--- src/sv/ppp_pkg.sv ---
package ppp_pkg;

	// offset = col + y * line_bytes reaches 511 + 255 * 255, which needs 17 bits
	localparam int OFF_W = 17;
	// page quotient bits: FRAME_BYTES / PAGE_BYTES never exceeds 64 pages
	localparam int QUO_W = 6;
	localparam int CFG_IDX_W = 1;

	localparam logic [5:0]  FIRST_PAGE  = 6'h30;
	localparam logic [13:0] WINDOW_BASE = 14'h2000;

	localparam logic [CFG_IDX_W-1:0] REG_FOUR_COLOR = 1'd0;
	localparam logic [CFG_IDX_W-1:0] REG_LINE_BYTES = 1'd1;

	localparam logic [7:0] LINE_BYTES_RESET = 8'd160;

	typedef struct packed {
		logic [9:0] pixel_x;
		logic [7:0] pixel_y;
		logic [3:0] color;
	} pix_in_t;

	typedef struct packed {
		logic        dropped;
		logic [5:0]  page_number;
		logic [13:0] window_address;
		logic [7:0]  new_byte;
	} pix_out_t;

	typedef struct packed {
		logic clear_en;
		logic capture;
		logic calc_offset;
		logic div_init;
		logic div_step;
		logic write_back;
		logic post_drop;
	} ppp_cmd_t;

	typedef struct packed {
		logic clear_last;
		logic oob;
		logic div_last;
	} ppp_sts_t;

endpackage

--- src/sv/ppp_ctrl.sv ---
module ppp_ctrl (
	input  logic            clk,
	input  logic            arst_n,
	input  logic            start,
	input  ppp_pkg::ppp_sts_t sts,
	output ppp_pkg::ppp_cmd_t cmd,
	output logic            busy
);
	import ppp_pkg::*;

	typedef enum logic [2:0] {
		ST_CLEAR,
		ST_IDLE,
		ST_OFFSET,
		ST_CHECK,
		ST_DIV,
		ST_WRITE
	} state_t;

	state_t state_q;
	logic   busy_q;

	always_ff @(posedge clk or negedge arst_n) begin
		if (!arst_n) begin
			state_q <= ST_CLEAR;
			busy_q  <= 1'b1;
		end else begin
			unique case (state_q)
				ST_CLEAR: begin
					if (sts.clear_last) begin
						state_q <= ST_IDLE;
						busy_q  <= 1'b0;
					end
				end
				ST_IDLE: begin
					if (start) begin
						state_q <= ST_OFFSET;
						busy_q  <= 1'b1;
					end
				end
				ST_OFFSET: state_q <= ST_CHECK;
				ST_CHECK: begin
					if (sts.oob) begin
						state_q <= ST_IDLE;
						busy_q  <= 1'b0;
					end else begin
						state_q <= ST_DIV;
					end
				end
				ST_DIV: begin
					if (sts.div_last) state_q <= ST_WRITE;
				end
				ST_WRITE: begin
					state_q <= ST_IDLE;
					busy_q  <= 1'b0;
				end
				default: begin
					state_q <= ST_IDLE;
					busy_q  <= 1'b0;
				end
			endcase
		end
	end

	always_comb begin
		cmd             = '0;
		cmd.clear_en    = (state_q == ST_CLEAR);
		cmd.capture     = (state_q == ST_IDLE) && start;
		cmd.calc_offset = (state_q == ST_OFFSET);
		cmd.div_init    = (state_q == ST_CHECK) && !sts.oob;
		cmd.post_drop   = (state_q == ST_CHECK) && sts.oob;
		cmd.div_step    = (state_q == ST_DIV);
		cmd.write_back  = (state_q == ST_WRITE);
	end

	assign busy = busy_q;

endmodule

--- config.mk ---
export PLATFORM = sky130hd
export DESIGN_NAME = ppp_ctrl
export DESIGN_NICKNAME = d
export VERILOG_FILES = /design/src/sv/ppp_pkg.sv /design/src/sv/ppp_ctrl.sv
export SDC_FILE = /design/constraint.sdc
export NUM_CORES = 1
export LEC_CHECK = 0
export BUFFER_PORTS_ARGS = -buffer_cell sky130_fd_sc_hd__buf_2
export CORE_AREA = 4 4 41 43
export CTS_BUF_LIST = sky130_fd_sc_hd__clkbuf_4
export DETAILED_ROUTE_END_ITERATION = 12
export DIE_AREA = 0 0 45 47
export GPL_TIMING_DRIVEN = 0
export SLEW_MARGIN = 20
export SYNTH_ARGS = -nofsm -noshare
export SYNTH_HDL_FRONTEND = slang
export SYNTH_SLANG_ARGS = --single-unit
--- constraint.sdc ---
create_clock -name clk -period 1.8 [get_ports clk]
set_clock_uncertainty 0.2 [all_clocks]
set_input_delay 0.18 -clock clk [delete_from_list [all_inputs] [get_ports clk]]
set_output_delay 0.18 -clock clk [all_outputs]
set_load 0.05 [all_outputs]
======== Word-level counts from Yosys, hierarchy flattened ========
Cells that the tools add are included.
storage, ports and cells
  flip-flop bits (word level) ............. 4
  bits of input ports ..................... 6
  output and inout port bits .............. 8
  word-level logic and storage cells ...... 29
operators by class
  eq/ne operators ......................... 9
  muxes and demuxes ....................... 9
  bitwise operators ....................... 1
  reduce and logical (&&, ||, !) cells .... 8
operators by type and width
  cell                count
  $pmux 3 s5          1
  $mux 3              4
  $ne 2x2->1 const B  4
  $eq 3x2->1 const B  2
  $eq 3x3->1 const B  2
  $pmux 1 s4          1
  $reduce_and 4->1    1
  $eq 3x1->1 const B  1
  $logic_and 1x1->1   3
  $logic_not 3->1     1
  $mux 1              3
  $reduce_and 3->1    1
  $reduce_or 2->1     1
  $logic_not 1->1     1
  $not 1->1           1

======== Logic depth before layout (Yosys ltp) ========
  depth after elaboration ................. 4
  mapped depth ............................ 4
  gate-level depth less buffers ........... 3

======== Worst setup path after synthesis ========
OpenSTA, ideal clock, no wires.
  path kind ............................... flip-flop to flip-flop
  start point ............................. register state_q[2]
  end point ............................... register busy_q, in the netlist busy
  library setup time ...................... 0.137 ns
  arrival time ............................ 1.855 ns
  required time ........................... 1.463 ns
  slack ................................... -0.392 ns
  stages on the path, launching flop included .. 4
  period minus slack after synthesis ...... 2.192 ns
  cell sequence ........................... dfrtp_1 -> buf_4 -> nor3_1 -> a22oi_1
RTL lines
  element                 line            text
  from (decl)             ppp_ctrl.sv:20  state_t state_q;
  from (signal assigned)  ppp_ctrl.sv:25  state_q <= ST_CLEAR;
  from (signal assigned)  ppp_ctrl.sv:31  state_q <= ST_IDLE;
  from (signal assigned)  ppp_ctrl.sv:37  state_q <= ST_OFFSET;
  to (signal assigned)    ppp_ctrl.sv:26  busy_q <= 1'b1;
  to (signal assigned)    ppp_ctrl.sv:32  busy_q <= 1'b0;
  to (signal assigned)    ppp_ctrl.sv:38  busy_q <= 1'b1;
  to (decl)               ppp_ctrl.sv:21  logic busy_q;

==> metrics.md <==
| Metric | Value |
|---|---|
| Status | `finished clean` |
| Residual DRC | `0` |
| Synth unique cells | `21` |
| Number of flops mapped to enable cells by yosys | `0` |
| Hold Slack | `0.0265 ns` |
| Max VDD drop | `0.000621 V` |
| I/O Buffers | `13` |
| P_leak | `0.235 nW` |
| Clk root buf | `clkbuf_4` |
| Final setup fails | `0` |
| Vias in the first global route | `242` |
| Seq/Total Area, Yosys | `36.3%` |
| Post-synthesis cell count | `34` |
| Yosys warns | `0` |
| Max clock buf depth | `2` |
| Die X | `45 um` |
| Number of diodes | `0` |
| GPL Wtd Cong | `0.726` |
| Final wirelength | `747 um` |
| Ys flop type | `dfrtp_1` |
| Synthesized Nets | `40` |
| Area leader, netlist | `dfrtp_1` |
| Synth Area in Adders | `0%` |
| # clock sinks | `4` |
| FFs w/ async S/R, synth | `100%` |
| F_max | `564 MHz` |
| XOR/XNOR Fraction of Synth Area | `0%` |
| H-tree levels | `1` |
| Commonest cells in the netlist | `a21oi_1, nand2b_1, dfrtp_1, nor2b_1` |
| I/O pin count | `14` |
| CTS tree | `yes` |
| Synthesis-stage register bit count | `4` |
| Area grow syn2layout | `63.2%` |
| WL/cell | `10.7 um` |
| Vias per Instance | `4.13` |
| Initial DRC Count | `6` |
| Gr ovfl total | `0` |
| Worst slew margin | `79.4%` |
| Max Cap Viol | `0` |
| CP max FO | `10` |
| Core Area | `0.00130 mm^2` |
| Synthesized cell area | `279 um^2` |
| Antenna Violating Nets Remaining | `0` |
| Tcrit/Tclk final | `98.6%` |
| Power density over the cells | `1900 mW/mm^2` |
| Placed inst area | `368 um^2` |
| Final Non-Filler Cells | `70` |
| Compound-Gate Fraction of Synth Area | `13.5%` |
| TritonRoute pass-1 iters | `4` |
| Worst setup SP type | `flop` |
| Total Routing Usage GR | `7.77%` |
| CP Data Required Time | `1.42 ns` |
| Post-layout min period | `1.77 ns` |
| Num CTS Buffers | `3` |
| Area contributors post-synth | `dfrtp_1, dfstp_2, nand2b_1` |
| Die height | `47 um` |
| Starting density of the core | `21.4%` |
| Largest net degree at the start of global routing | `11` |
| Clk slew on worst S/H paths | `0.04 ns` |
| Total power | `0.866 mW` |
| Die area | `0.00212 mm^2` |
| Post-placement cell count | `62` |
| Layout cells sized above 1 | `45.5%` |
| Fillcell total | `156` |
| Slew @ Worst Pin | `0.307 ns` |
| First-pass GRT wire length | `1120 um` |
| Initial antenna violation count | `0` |
| Worst setup EP type | `output port` |
| Row cnt | `13` |
| CP arrival | `1.39 ns` |
| Crit path kind | `reg -> out` |
| Final Cell Area | `455 um^2` |
| Final-stage net count | `62` |
| Top cell type's share of synthesized area | `26.9%` |
| Vias | `289` |
| Max Slew Vio Count | `0` |
| Post-Synth Simple-Gate Area | `39.0%` |
| Skew-Pair Late Insertion Delay | `0.24 ns` |
| Endpoints failing hold | `0` |
| RSZ-0062 raised after global routing | `true` |
| Mean Syn Cell Area | `8.21 um^2` |
| Post-DP HPWL | `504 um` |
| Main combinational cell family by area after synthesis | `simple AND/OR/NAND/NOR gates` |
| HP Class | `in -> reg` |
| Mux cell area share after synthesis | `0%` |
## layout by cell type, fill, tap and decap left out
cell type	count
clkbuf_4	5
buf_4	1
o21ai_0	1
nor2_2	1
inv_1	2
a21oi_1	4
nor2b_2	1
buf_2	11
nand2_1	2
o21ai_1	1
dlygate4sd3_1	4
nor3_2	1
or3b_4	1
a22oi_1	1
nor4_1	1
and2_1	1
dfrtp_1	3
nor2b_1	2
buf_6	3
nand2b_1	4
dfstp_2	1
nor3_1	1
nor2_1	1
nand3b_1	1
and3_1	1
## cells by family (layout without fill, tap and decap cells)
family | count (synthesis) | after routing
flip-flops | 4 | 4
buffers and inverters | 5 | 26
AO/OA/AOI/OAI | 7 | 7
AND/OR/NAND/NOR | 18 | 18
## path summary, 6_finish.rpt
kind	from	endpoint	slack [ns]	depth (start not counted)
worst max-delay path	state_q[1]	cmd[2]	0.03	4
worst min-delay path	sts[0]	state_q[0]	0.03	3
worst max register to register	state_q[1]	state_q[0]	0.42	4
worst min register to register	busy	busy	0.30	2
max in group asynchronous	arst_n	busy	1.12	2
min in group asynchronous	arst_n	state_q[2]	0.08	2
## cell type report
type	count	area [um^2]	share of cell area (%)
repair buffers	17	120	26.4
clock buffers	4	30.0	6.59
multi-input cells	25	154	33.8
plain buffers	3	23.8	5.22
well taps	15	18.8	4.12
flip-flops and latches	4	101	22.3
inverters	2	7.51	1.65
## repair_timing
item	4_1_cts	5_1_grt
cloned	0	0
hold buffers	4	0
resized for setup	1	6
endpoints found under the hold margin	7	0
pin swaps	0	0
setup buffers	0	0
endpoints found under the setup margin	1	5
## worst max-delay path, cell delays in order (launching register included)
cell,delay [ns]
dfrtp_1,0.35
buf_2,0.17
or3b_4,0.40
inv_1,0.08
buf_6,0.15
## power breakdown
part	total, mW	switching, mW	internal (mW)
clock network	0.144	0.0453	0.0988
logic	0.568	0.379	0.189
registers	0.153	0.0146	0.139
total	0.866	0.439	0.426
## routing by layer
layer / up-vias / part of all wire [%] / GRT usage [%]
met4: 0 / 0 / 8.77
met3: 0 / 5.6 / 1.15
met1: 124 / 50 / 11.0
li1: 155 / - / -
met2: 10 / 44 / 9.04
met5: - / 0 / 0
## sequential cells by signal, indices dropped and copies added, names as in the netlist
name	flops
state_q	3
busy	1
## stage by stage
stage	setup TNS (ns)	utilization, %	setup WS [ns]
after floorplan	0	-	0.0358
after global placement	0	28.3	0.216
after detailed placement	0	28.3	0.208
after CTS	0	33.8	0.00472
after global routing	-0.0107	35.0	-0.00505
final	0	35.0	0.0256
(Power assumes the default switching activity.)
